File: src/hdl/sl_pkg.sv
// shared types, constants and helper functions of the script lexer
`timescale 1ns / 1ps
package sl_pkg;

  // sizing
  localparam int MAX_TOKEN_LENGTH = 255;
  localparam int POSITION_BITS    = 24;
  localparam int LEN_W            = $clog2(MAX_TOKEN_LENGTH + 1);
  localparam int OUT_POS_W        = 24;
  localparam int FIFO_DEPTH       = 4;
  localparam int FIFO_PTR_W       = $clog2(FIFO_DEPTH);
  localparam int FIFO_CNT_W       = $clog2(FIFO_DEPTH + 1);

  // characters of interest
  localparam logic [7:0] CH_NUL   = 8'h00;
  localparam logic [7:0] CH_TAB   = 8'h09;
  localparam logic [7:0] CH_LF    = 8'h0A;
  localparam logic [7:0] CH_CR    = 8'h0D;
  localparam logic [7:0] CH_SPACE = 8'h20;
  localparam logic [7:0] CH_BANG  = 8'h21;
  localparam logic [7:0] CH_DQUOT = 8'h22;
  localparam logic [7:0] CH_HASH  = 8'h23;
  localparam logic [7:0] CH_PCT   = 8'h25;
  localparam logic [7:0] CH_SQUOT = 8'h27;
  localparam logic [7:0] CH_LPAR  = 8'h28;
  localparam logic [7:0] CH_RPAR  = 8'h29;
  localparam logic [7:0] CH_STAR  = 8'h2A;
  localparam logic [7:0] CH_PLUS  = 8'h2B;
  localparam logic [7:0] CH_COMMA = 8'h2C;
  localparam logic [7:0] CH_MINUS = 8'h2D;
  localparam logic [7:0] CH_DOT   = 8'h2E;
  localparam logic [7:0] CH_SLASH = 8'h2F;
  localparam logic [7:0] CH_COLON = 8'h3A;
  localparam logic [7:0] CH_SEMI  = 8'h3B;
  localparam logic [7:0] CH_LT    = 8'h3C;
  localparam logic [7:0] CH_EQ    = 8'h3D;
  localparam logic [7:0] CH_GT    = 8'h3E;
  localparam logic [7:0] CH_CARET = 8'h5E;
  localparam logic [7:0] CH_LBRC  = 8'h7B;
  localparam logic [7:0] CH_RBRC  = 8'h7D;

  // sub-operator codes
  localparam logic [2:0] SUB_NONE = 3'd0;
  localparam logic [2:0] SUB_ADD  = 3'd0;
  localparam logic [2:0] SUB_INC  = 3'd1;
  localparam logic [2:0] SUB_SUB  = 3'd2;
  localparam logic [2:0] SUB_DEC  = 3'd3;
  localparam logic [2:0] SUB_LT   = 3'd0;
  localparam logic [2:0] SUB_LE   = 3'd1;
  localparam logic [2:0] SUB_GT   = 3'd2;
  localparam logic [2:0] SUB_GE   = 3'd3;
  localparam logic [2:0] SUB_EQ   = 3'd4;
  localparam logic [2:0] SUB_NE   = 3'd5;
  localparam logic [2:0] SUB_HASH = 3'd6;

  // what is held between bytes
  typedef enum logic [3:0] {
    PK_NONE  = 4'd0,
    PK_NAME  = 4'd1,
    PK_NUM   = 4'd2,
    PK_PLUS  = 4'd3,
    PK_MINUS = 4'd4,
    PK_LT    = 4'd5,
    PK_GT    = 4'd6,
    PK_EQ    = 4'd7,
    PK_BANG  = 4'd8
  } pend_kind_e;

  typedef enum logic [4:0] {
    CL_NAME      = 5'd0,
    CL_NUMBER    = 5'd1,
    CL_ARITH     = 5'd2,
    CL_COMPARE   = 5'd3,
    CL_READIN    = 5'd4,
    CL_ASSIGN    = 5'd5,
    CL_LOGICAL   = 5'd6,
    CL_NEWLINE   = 5'd7,
    CL_SEMICOLON = 5'd8,
    CL_SLASH     = 5'd9,
    CL_STAR      = 5'd10,
    CL_CARET     = 5'd11,
    CL_PERCENT   = 5'd12,
    CL_LPAREN    = 5'd13,
    CL_RPAREN    = 5'd14,
    CL_LBRACE    = 5'd15,
    CL_RBRACE    = 5'd16,
    CL_QUOTE     = 5'd17,
    CL_COLON     = 5'd18,
    CL_COMMA     = 5'd19,
    CL_DOT       = 5'd20,
    CL_END       = 5'd21,
    CL_ERROR     = 5'd22
  } token_class_e;

  typedef struct packed {
    token_class_e           cls;
    logic [2:0]             sub;
    logic [7:0]             length;
    logic [OUT_POS_W-1:0]   start;
    logic [OUT_POS_W-1:0]   line;
    logic [OUT_POS_W-1:0]   index;
    logic                   last;
  } token_t;

  // up to two tokens produced by one byte
  typedef struct packed {
    logic   a_valid;
    logic   b_valid;
    token_t a;
    token_t b;
  } tok_pair_t;

  function automatic logic is_alpha(input logic [7:0] b);
    return (b inside {[8'h61:8'h7A]}) || (b inside {[8'h41:8'h5A]});
  endfunction

  function automatic logic is_digit(input logic [7:0] b);
    return b inside {[8'h30:8'h39]};
  endfunction

  // saturating add of a zero or one to a 24-bit counter
  function automatic logic [OUT_POS_W-1:0] sat_inc(input logic [OUT_POS_W-1:0] v,
                                                   input logic en);
    if (en && (v != {OUT_POS_W{1'b1}})) begin
      return v + 1'b1;
    end
    return v;
  endfunction

  // single-character punctuation, error for anything unknown
  function automatic token_class_e punct_class(input logic [7:0] b);
    case (b)
      CH_SEMI:            return CL_SEMICOLON;
      CH_SLASH:           return CL_SLASH;
      CH_STAR:            return CL_STAR;
      CH_CARET:           return CL_CARET;
      CH_PCT:             return CL_PERCENT;
      CH_LPAR:            return CL_LPAREN;
      CH_RPAR:            return CL_RPAREN;
      CH_LBRC:            return CL_LBRACE;
      CH_RBRC:            return CL_RBRACE;
      CH_DQUOT, CH_SQUOT: return CL_QUOTE;
      CH_COLON:           return CL_COLON;
      CH_COMMA:           return CL_COMMA;
      CH_DOT:             return CL_DOT;
      CH_HASH:            return CL_COMPARE;
      default:            return CL_ERROR;
    endcase
  endfunction

endpackage

File: src/hdl/sl_if.sv
// request channels of the script lexer: text bytes in, tokens out
`timescale 1ns / 1ps
interface sl_byte_if;
  logic       valid;
  logic       ready;
  logic [7:0] text_byte;

  modport source (output valid, output text_byte, input ready);
  modport sink   (input valid, input text_byte, output ready);
endinterface

interface sl_token_if;
  logic        valid;
  logic        ready;
  logic [4:0]  token_class;
  logic [2:0]  sub_operator;
  logic [7:0]  token_length;
  logic [23:0] start_offset;
  logic [23:0] line_number;
  logic [23:0] token_index;
  logic        last_of_item;

  modport source (output valid, output token_class, output sub_operator,
                  output token_length, output start_offset, output line_number,
                  output token_index, output last_of_item, input ready);
  modport sink   (input valid, input token_class, input sub_operator,
                  input token_length, input start_offset, input line_number,
                  input token_index, input last_of_item, output ready);
endinterface

File: src/hdl/sl_lexer_core.sv
// lexer state and per-byte token decision
`timescale 1ns / 1ps
module sl_lexer_core (
  input  logic              clk_i,
  input  logic              rst_ni,
  input  logic              accept_i,
  input  logic [7:0]        byte_i,
  output sl_pkg::tok_pair_t pair_o
);
  import sl_pkg::*;

  pend_kind_e               pend_q, pend_d;
  logic [LEN_W-1:0]         plen_q, plen_d;
  logic [OUT_POS_W-1:0]     pstart_q, pstart_d;
  logic [POSITION_BITS-1:0] pos_q, pos_d;
  logic [OUT_POS_W-1:0]     line_q, line_d;
  logic [OUT_POS_W-1:0]     tcnt_q, tcnt_d;

  logic [31:0]          pos_ext, plen_ext;
  logic [OUT_POS_W-1:0] here;
  logic [7:0]           plen_out;
  logic                 alpha, digit, alnum;
  logic                 combo, cont;
  token_class_e         c_cls, b_cls;
  logic [2:0]           c_sub;
  logic                 b_counted;
  logic [OUT_POS_W-1:0] idx_a, idx_b;
  logic                 a_valid, b_valid;
  token_t               tok_a, tok_b;

  // offsets and lengths clipped to the output widths
  always_comb begin
    pos_ext  = 32'(pos_q);
    plen_ext = 32'(plen_q);
    here     = (pos_ext > 32'hFF_FFFF) ? {OUT_POS_W{1'b1}} : pos_ext[OUT_POS_W-1:0];
    plen_out = (plen_ext > 32'd255) ? 8'hFF : plen_ext[7:0];
    alpha    = is_alpha(byte_i);
    digit    = is_digit(byte_i);
    alnum    = alpha || digit;
  end

  // two-character operator and name/number continuation
  always_comb begin
    combo = 1'b0;
    c_cls = CL_ARITH;
    c_sub = SUB_NONE;
    if (pend_q == PK_PLUS && byte_i == CH_PLUS) begin
      combo = 1'b1; c_cls = CL_ARITH; c_sub = SUB_INC;
    end else if (pend_q == PK_MINUS && byte_i == CH_MINUS) begin
      combo = 1'b1; c_cls = CL_ARITH; c_sub = SUB_DEC;
    end else if (pend_q == PK_LT && byte_i == CH_EQ) begin
      combo = 1'b1; c_cls = CL_COMPARE; c_sub = SUB_LE;
    end else if (pend_q == PK_LT && byte_i == CH_LT) begin
      combo = 1'b1; c_cls = CL_READIN; c_sub = SUB_NONE;
    end else if (pend_q == PK_GT && byte_i == CH_EQ) begin
      combo = 1'b1; c_cls = CL_COMPARE; c_sub = SUB_GE;
    end else if (pend_q == PK_EQ && byte_i == CH_EQ) begin
      combo = 1'b1; c_cls = CL_COMPARE; c_sub = SUB_EQ;
    end else if (pend_q == PK_BANG && byte_i == CH_EQ) begin
      combo = 1'b1; c_cls = CL_COMPARE; c_sub = SUB_NE;
    end
    cont = (pend_q == PK_NAME && alnum) || (pend_q == PK_NUM && digit);
  end

  // first token: completed operator or flushed pending token
  always_comb begin
    a_valid      = 1'b0;
    tok_a.cls    = CL_NAME;
    tok_a.sub    = SUB_NONE;
    tok_a.length = 8'd1;
    tok_a.start  = pstart_q;
    tok_a.line   = line_q;
    tok_a.index  = '0;
    tok_a.last   = 1'b0;
    if (combo) begin
      a_valid      = 1'b1;
      tok_a.cls    = c_cls;
      tok_a.sub    = c_sub;
      tok_a.length = 8'd2;
    end else if (!cont) begin
      a_valid = (pend_q != PK_NONE);
      case (pend_q)
        PK_NAME:  begin tok_a.cls = CL_NAME;    tok_a.length = plen_out; end
        PK_NUM:   begin tok_a.cls = CL_NUMBER;  tok_a.length = plen_out; end
        PK_PLUS:  begin tok_a.cls = CL_ARITH;   tok_a.sub = SUB_ADD; end
        PK_MINUS: begin tok_a.cls = CL_ARITH;   tok_a.sub = SUB_SUB; end
        PK_LT:    begin tok_a.cls = CL_COMPARE; tok_a.sub = SUB_LT; end
        PK_GT:    begin tok_a.cls = CL_COMPARE; tok_a.sub = SUB_GT; end
        PK_EQ:    tok_a.cls = CL_ASSIGN;
        PK_BANG:  tok_a.cls = CL_LOGICAL;
        default:  tok_a.cls = CL_NAME;
      endcase
    end
  end

  // second token: the byte itself when it stands alone
  always_comb begin
    b_cls        = punct_class(byte_i);
    b_counted    = 1'b0;
    b_valid      = 1'b0;
    tok_b.cls    = b_cls;
    tok_b.sub    = (byte_i == CH_HASH) ? SUB_HASH : SUB_NONE;
    tok_b.length = 8'd1;
    tok_b.start  = here;
    tok_b.line   = line_q;
    tok_b.index  = '0;
    tok_b.last   = 1'b1;
    if (!combo && !cont) begin
      if (byte_i inside {CH_SPACE, CH_TAB, CH_CR} || alnum ||
          byte_i inside {CH_PLUS, CH_MINUS, CH_LT, CH_GT, CH_EQ, CH_BANG}) begin
        b_valid = 1'b0;
      end else if (byte_i == CH_LF) begin
        b_valid   = 1'b1;
        tok_b.cls = CL_NEWLINE;
        tok_b.sub = SUB_NONE;
      end else if (byte_i == CH_NUL) begin
        b_valid      = 1'b1;
        tok_b.cls    = CL_END;
        tok_b.sub    = SUB_NONE;
        tok_b.length = 8'd0;
      end else begin
        b_valid   = 1'b1;
        b_counted = (b_cls != CL_ERROR);
      end
    end
  end

  // running index and last flag on both tokens
  always_comb begin
    idx_a          = sat_inc(tcnt_q, a_valid);
    idx_b          = sat_inc(idx_a, b_valid && b_counted);
    pair_o.a_valid = a_valid;
    pair_o.b_valid = b_valid;
    pair_o.a       = tok_a;
    pair_o.b       = tok_b;
    pair_o.a.index = idx_a;
    pair_o.b.index = idx_b;
    pair_o.a.last  = !b_valid;
    pair_o.b.last  = 1'b1;
  end

  // state update for an accepted byte
  always_comb begin
    pend_d   = pend_q;
    plen_d   = plen_q;
    pstart_d = pstart_q;
    pos_d    = (pos_q != {POSITION_BITS{1'b1}}) ? pos_q + 1'b1 : pos_q;
    line_d   = line_q;
    tcnt_d   = idx_b;
    if (combo) begin
      pend_d = PK_NONE;
      plen_d = '0;
    end else if (cont) begin
      if (plen_ext < 32'(MAX_TOKEN_LENGTH)) begin
        plen_d = plen_q + 1'b1;
      end
    end else begin
      pend_d = PK_NONE;
      plen_d = '0;
      if (alnum || byte_i inside {CH_PLUS, CH_MINUS, CH_LT, CH_GT, CH_EQ, CH_BANG}) begin
        plen_d   = LEN_W'(1);
        pstart_d = here;
        if (alpha)                 pend_d = PK_NAME;
        else if (digit)            pend_d = PK_NUM;
        else if (byte_i == CH_PLUS)  pend_d = PK_PLUS;
        else if (byte_i == CH_MINUS) pend_d = PK_MINUS;
        else if (byte_i == CH_LT)    pend_d = PK_LT;
        else if (byte_i == CH_GT)    pend_d = PK_GT;
        else if (byte_i == CH_EQ)    pend_d = PK_EQ;
        else                         pend_d = PK_BANG;
      end else if (byte_i == CH_LF) begin
        line_d = sat_inc(line_q, 1'b1);
      end else if (byte_i == CH_NUL) begin
        // end of text restarts everything
        pstart_d = '0;
        pos_d    = '0;
        line_d   = OUT_POS_W'(1);
        tcnt_d   = '0;
      end
    end
  end

  // state registers
  always_ff @(posedge clk_i or negedge rst_ni) begin
    if (!rst_ni) begin
      pend_q   <= PK_NONE;
      plen_q   <= '0;
      pstart_q <= '0;
      pos_q    <= '0;
      line_q   <= OUT_POS_W'(1);
      tcnt_q   <= '0;
    end else if (accept_i) begin
      pend_q   <= pend_d;
      plen_q   <= plen_d;
      pstart_q <= pstart_d;
      pos_q    <= pos_d;
      line_q   <= line_d;
      tcnt_q   <= tcnt_d;
    end
  end

endmodule

File: src/hdl/sl_token_fifo.sv
// small token queue that takes up to two tokens and releases one per cycle while popped
`timescale 1ns / 1ps
module sl_token_fifo (
  input  logic              clk_i,
  input  logic              rst_ni,
  input  logic              push_i,
  input  sl_pkg::tok_pair_t pair_i,
  input  logic              pop_i,
  output sl_pkg::token_t    head_o,
  output logic              not_empty_o,
  output logic              room_two_o
);
  import sl_pkg::*;

  token_t                mem_q [FIFO_DEPTH];
  logic [FIFO_PTR_W-1:0] wr_q, wr_d, rd_q, rd_d;
  logic [FIFO_CNT_W-1:0] cnt_q, cnt_d;
  logic [1:0]            n_push;
  logic                  do_pop;
  token_t                first;

  // push and pop bookkeeping
  always_comb begin
    n_push = push_i ? (2'(pair_i.a_valid) + 2'(pair_i.b_valid)) : 2'd0;
    do_pop = pop_i && (cnt_q != '0);
    first  = pair_i.a_valid ? pair_i.a : pair_i.b;
    wr_d   = wr_q + FIFO_PTR_W'(n_push);
    rd_d   = rd_q + FIFO_PTR_W'(do_pop);
    cnt_d  = cnt_q + FIFO_CNT_W'(n_push) - FIFO_CNT_W'(do_pop);
  end

  always_ff @(posedge clk_i or negedge rst_ni) begin
    if (!rst_ni) begin
      wr_q  <= '0;
      rd_q  <= '0;
      cnt_q <= '0;
    end else begin
      wr_q  <= wr_d;
      rd_q  <= rd_d;
      cnt_q <= cnt_d;
    end
  end

  // storage
  always_ff @(posedge clk_i) begin
    if (n_push != 2'd0) begin
      mem_q[wr_q] <= first;
    end
    if (n_push == 2'd2) begin
      mem_q[wr_q + 1'b1] <= pair_i.b;
    end
  end

  assign head_o      = mem_q[rd_q];
  assign not_empty_o = (cnt_q != '0);
  assign room_two_o  = (cnt_q <= FIFO_CNT_W'(FIFO_DEPTH - 2));

endmodule

File: src/hdl/script_lexer_unit.sv
// top level of the streaming script lexer
//
//  channel   dir  handshake       payload
//  text_i    in   valid / ready   text_byte
//  token_o   out  valid / ready   class, sub-operator, length, offset, line, index, last
//
// one text byte is taken per cycle while the token queue has room for two tokens;
// a byte's tokens are decided in the cycle it is accepted and are queued at once
// a byte that yields two tokens leaves the queue one token at a time, so the queue drain sets the rate
// reset clears the lexer state and empties the queue; no clearing pass is needed
// a stalled output only holds off input once the four-entry queue is nearly full
`timescale 1ns / 1ps
module script_lexer_unit (
  input  logic        clk_i,
  input  logic        rst_ni,
  sl_byte_if.sink     text_i,
  sl_token_if.source  token_o
);
  import sl_pkg::*;

  logic      accept;
  logic      pop;
  logic      room_two;
  logic      not_empty;
  tok_pair_t pair;
  token_t    head;

  assign text_i.ready = room_two;
  assign accept       = text_i.valid && room_two;
  assign pop          = token_o.valid && token_o.ready;

  // per-byte decision and lexer state
  sl_lexer_core u_core (
    .clk_i    (clk_i),
    .rst_ni   (rst_ni),
    .accept_i (accept),
    .byte_i   (text_i.text_byte),
    .pair_o   (pair)
  );

  // output queue
  sl_token_fifo u_fifo (
    .clk_i       (clk_i),
    .rst_ni      (rst_ni),
    .push_i      (accept),
    .pair_i      (pair),
    .pop_i       (pop),
    .head_o      (head),
    .not_empty_o (not_empty),
    .room_two_o  (room_two)
  );

  // result fields
  assign token_o.valid        = not_empty;
  assign token_o.token_class  = head.cls;
  assign token_o.sub_operator = head.sub;
  assign token_o.token_length = head.length;
  assign token_o.start_offset = head.start;
  assign token_o.line_number  = head.line;
  assign token_o.token_index  = head.index;
  assign token_o.last_of_item = head.last;

endmodule

File: src/flat_wrapper.sv
// flat-port wrapper written by rule: the top's interface ports become plain ports
module script_lexer_unit_flat import sl_pkg::*;
  (clk_i, rst_ni, text_i_valid, text_i_text_byte, text_i_ready, token_o_valid, token_o_token_class, token_o_sub_operator, token_o_token_length, token_o_start_offset, token_o_line_number, token_o_token_index, token_o_last_of_item, token_o_ready);
  sl_byte_if text_i_i ();
  sl_token_if token_o_i ();
  input  logic clk_i;
  input  logic rst_ni;
  input wire logic [$bits(text_i_i.valid)-1:0] text_i_valid;
  input wire logic [$bits(text_i_i.text_byte)-1:0] text_i_text_byte;
  output wire logic [$bits(text_i_i.ready)-1:0] text_i_ready;
  output wire logic [$bits(token_o_i.valid)-1:0] token_o_valid;
  output wire logic [$bits(token_o_i.token_class)-1:0] token_o_token_class;
  output wire logic [$bits(token_o_i.sub_operator)-1:0] token_o_sub_operator;
  output wire logic [$bits(token_o_i.token_length)-1:0] token_o_token_length;
  output wire logic [$bits(token_o_i.start_offset)-1:0] token_o_start_offset;
  output wire logic [$bits(token_o_i.line_number)-1:0] token_o_line_number;
  output wire logic [$bits(token_o_i.token_index)-1:0] token_o_token_index;
  output wire logic [$bits(token_o_i.last_of_item)-1:0] token_o_last_of_item;
  input wire logic [$bits(token_o_i.ready)-1:0] token_o_ready;
  assign text_i_i.valid = text_i_valid;
  assign text_i_i.text_byte = text_i_text_byte;
  assign text_i_ready = text_i_i.ready;
  assign token_o_valid = token_o_i.valid;
  assign token_o_token_class = token_o_i.token_class;
  assign token_o_sub_operator = token_o_i.sub_operator;
  assign token_o_token_length = token_o_i.token_length;
  assign token_o_start_offset = token_o_i.start_offset;
  assign token_o_line_number = token_o_i.line_number;
  assign token_o_token_index = token_o_i.token_index;
  assign token_o_last_of_item = token_o_i.last_of_item;
  assign token_o_i.ready = token_o_ready;
  script_lexer_unit u_core (.clk_i(clk_i), .rst_ni(rst_ni), .text_i(text_i_i), .token_o(token_o_i));
endmodule
File: config.mk
export PLATFORM = sky130hd
export DESIGN_NAME = script_lexer_unit_flat
export DESIGN_NICKNAME = d
export VERILOG_FILES = /design/src/hdl/sl_pkg.sv /design/src/hdl/sl_if.sv /design/src/hdl/sl_lexer_core.sv /design/src/hdl/sl_token_fifo.sv /design/src/hdl/script_lexer_unit.sv /design/src/flat_wrapper.sv
export SDC_FILE = /design/constraint.sdc
export NUM_CORES = 1
export LEC_CHECK = 0
export BUFFER_PORTS_ARGS = -buffer_cell sky130_fd_sc_hd__buf_4
export CORE_AREA = 2 2 213 215
export CTS_CLUSTER_DIAMETER = 100
export DETAILED_ROUTE_END_ITERATION = 10
export DIE_AREA = 0 0 215 217
export PLACE_DENSITY = 0.72
export SYNTH_ARGS = -nofsm -noshare
export SYNTH_HDL_FRONTEND = slang
export SYNTH_SLANG_ARGS = --single-unit
File: constraint.sdc
create_clock -name clk_i -period 6.85 [get_ports clk_i]
set_clock_uncertainty 0.05 [all_clocks]
set_input_delay 1.37 -clock clk_i [delete_from_list [all_inputs] [get_ports clk_i]]
set_output_delay 1.37 -clock clk_i [all_outputs]
set_load 0.02 [all_outputs]
==> results.yml <==
synthesis:
  synth_xor_area_frac: 0.0268
  synth_top_family_by_area: "simple AND/OR/NAND/NOR gates"
  ys_types: 93
  synth-adder-area-share: 0.00652
  synth_edf_count: 320
  synth.area.mux_share: 0.0846
  synthArstFlopShare: 0.244
  synth-seq-cells: 471
  synth_top_cells_by_area: "edfxtp_1 (40%), dfrtp_1 (12%), mux4_2 (8.3%), a22o_1 (3.8%), and2_1 (3.1%)"
  ys.flop_type: "edfxtp_1"
  syn_area_per_cell_um2: 11.5
  ys_seq_area_frac: 0.547
  syn_inst: 2100
  syn_nets: 2124
  yosysTopAreaCellShare: 0.398
  yosysTopAreaCell: "edfxtp_1"
  synth_simple_gate_area_frac: 0.152
  synth_compound_area_frac: 0.150
  yosysWarnings: 0
  syn_area_mm2: 0.0242
pwr:
  irDropWorstVdd_mv: 0.439
  power.total_mw: 9.35
  p_leak_nw: 9.79
  powerDensity_mw_per_mm2: 345
sta:
  timing.hold.ws_ns: 0.403
  slew_viol_final: 0
  fmax_ghz: 0.172
  setup_tns_ns: 0
  rsz0062_at_grt: "no"
  setup_violations: 0
  slew_headroom: 0.154
  tightest_slew_ns: 1.26
  setup_ws_ns: 1.04
  finalHoldViolations: 0
  fin_crit_ns: 5.81
  fin_crit_sh: 0.848
finish:
  antennaDiodeCount: 0
  design_area_mm2: 0.0271
  final_layout_size_suffix_gt1_frac: 0.172
  area_delta_synth_final_pct: 12.1
  fin_util: 0.606
  final_nets: 2152
  final_cells: 2767
cts:
  worst_skew_pair.late_latency_ns: 0.59
  post-cts-setup-buffers: 0
  numCtsBuffers: 48
  clock_path_buffers: 3
  clk_pin_slew_ns: 0.06
  ctsHoldBuffers: 0
  clock-root-buffer: "clkbuf_16"
  htreeDepth: 2
  cts_tree: "done"
  cts.sinks: 471
  post_cts_resized: 0
critical_path:
  worstPathRequired_ns: 7.14
  crit_path_end_kind: "register"
  crit_type: "input pin to register"
  crit_path_cell_trace: "buf_4 > or4_4 > o22ai_4 > o32ai_1 > a21oi_1 > nand3_1 > nor2_1 > ha_1 > o21ai_1 > nor2_1 > buf_4 > nor2_1 > inv_4 > buf_4 > and2_1"
  path_buf_inv: 4
  reg2reg_depth: 17
  timing.rr.start: "u_core.u_core.tcnt_q[1]"
  critPathSlowestCell: "nor2_1"
  crit_arrival_ns: 6.10
  start_kind: "input pin"
  critical_path.top_delay_family: "simple AND/OR/NAND/NOR gates"
  ff2ff_setup_slack_ns: 1.37
  worstPathMaxFanout: 44
  r2r-end: "u_core.u_fifo.mem_q[3][11]"
  critPathMaxStageDelay_ns: 0.81
global_route:
  grt_pass1_wl_mm: 103
  antenna_found_initial: 0
  grt_max_degree: 91
  grt_pass1_vias: 17600
  grt.total_usage: 0.285
  overflow: 0
detailed_routing:
  drt_iter0_markers: 2091
  dr.pass1.iters: 5
  wl_mm: 66.9
  vias_per_cell: 6.53
  vias: 18100
  ant_nets: 0
  wl_per_cell_um: 24.2
  route.detailed.drc: 0
flow_run:
  maxCapViolations: 0
placed_design:
  dpl_cell_area_mm2: 0.0255
  placed_cells_incl_taps: 2678
  port_buffers: 102
  place_ws_ns: 0.534
  dp_hpwl_mm: 42.5
  place.gp.congestion: 0.945
die:
  die_w_um: 215
  die_area_mm2: 0.0467
  fp-row-count: 78
  start_util: 0.541
  core_area_mm2: 0.0447
  die_y_um: 217
  top_level_ports: 103
hold_path:
  min_path_cells: 2
  min_to: "u_core.u_fifo.mem_q[3][76]"
  hold_path.startpoint: "u_core.u_fifo.mem_q[3][76]"
  min_path_type: "register to register"
outcome:
  outcome: "finished, final reports clean"
logic make-up (layout without fill, tap and decap cells):
logic type	count (synthesis)	count (layout)
compound gates	529	529
xor+xnor	74	74
fa+ha+maj	12	12
buf+inv	204	271
flops	471	471
mux	93	93
simple gates	717	717
metal layers:
| layer | share of wire | track usage |
|---|---|---|
| met5 | 0 | 0 |
| met2 | 0.48 | 0.472 |
| met3 | 0.076 | 0.0432 |
| met1 | 0.42 | 0.396 |
| met4 | 0.024 | 0.0798 |
worst max-delay path by stage:
| stage | start | to | slack, ns | depth (start not counted) |
|---|---|---|---|---|
| after CTS | text_i_text_byte[2] | u_core.u_fifo.mem_q[0][28] | 1.14 | 15 |
| after global routing | text_i_text_byte[1] | u_core.u_fifo.mem_q[0][40] | 0.82 | 15 |
| after floorplan | text_i_text_byte[3] | u_core.u_fifo.mem_q[3][40] | 0.46 | 17 |
| after global placement | text_i_text_byte[2] | u_core.u_fifo.mem_q[0][26] | 0.67 | 15 |
| after detailed placement | text_i_text_byte[2] | u_core.u_fifo.mem_q[0][25] | 0.53 | 15 |
| final | text_i_text_byte[2] | u_core.u_fifo.mem_q[2][40] | 1.04 | 15 |
power by group:
group	internal [mW]	switching (mW)	total [mW]
clock	1.50	1.12	2.62
sequential	3.35	0.266	3.62
combinational	1.22	1.89	3.11
worst min-delay path: stages, from the launching register on:
cell	delay [ns]
dfxtp_1	0.32
nand2_1	0.04
o21ai_0	0.05
registers in the layout, summed over array words and instances, names as in the netlist:
register	cells
u_core.u_fifo.rd_q	2
u_core.u_core.plen_out	8
u_core.u_core.pend_q	4
u_core.u_fifo.wr_q	2
u_core.u_fifo.cnt_q	3
u_core.u_core.here	24
u_core.u_core.pstart_q	24
u_core.u_fifo.mem_q	356
u_core.u_core.tcnt_q	24
u_core.u_core.line_q	24
synthesized netlist by cell type (14+ instances only):
| cell | number |
|---|---|
| nor2_1 | 126 |
| edfxtp_1 | 320 |
| clkbuf_1 | 143 |
| or3_1 | 23 |
| a22o_1 | 104 |
| xor2_1 | 41 |
| or4_1 | 14 |
| o21ai_1 | 16 |
| buf_2 | 15 |
| and3_1 | 27 |
| xnor2_1 | 33 |
| dfrtp_1 | 114 |
| mux4_2 | 89 |
| nand3_1 | 70 |
| buf_1 | 15 |
| a31oi_1 | 17 |
| a21oi_1 | 86 |
| o31ai_1 | 20 |
| dfxtp_1 | 36 |
| nand2b_1 | 16 |
| and2_1 | 121 |
| inv_1 | 25 |
| o22ai_1 | 92 |
| nor3_1 | 32 |
| o21ai_0 | 105 |
| nand2_1 | 201 |
| nand4_1 | 33 |
layout by cell type, fill, tap and decap left out, types with 36 or more instances in the layout:
cell       synthesis  final
clkbuf_16          0     50
nand2_1          201    201
edfxtp_1         320    320
a21oi_1           86     86
a22o_1           104    104
o21ai_0          105    105
mux4_2            89     89
dfrtp_1          114    112
dfxtp_1           36     36
o22ai_1           92     92
and2_1           121    121
nand3_1           70     70
nor2_1           126    122
buf_4              1    150
xor2_1            41     41
cell type report:
| type | instances | area, um^2 |
|---|---|---|
| clock buffer | 61 | 1300 |
| tap | 600 | 751 |
| sequential | 471 | 13200 |
| multi-input combinational | 1425 | 10200 |
| timing repair buffer | 156 | 1250 |
| inverter | 26 | 108 |
| clock inverter | 28 | 256 |
| fill | 3591 | 17600 |
Power figures use the tool's default switching activity.
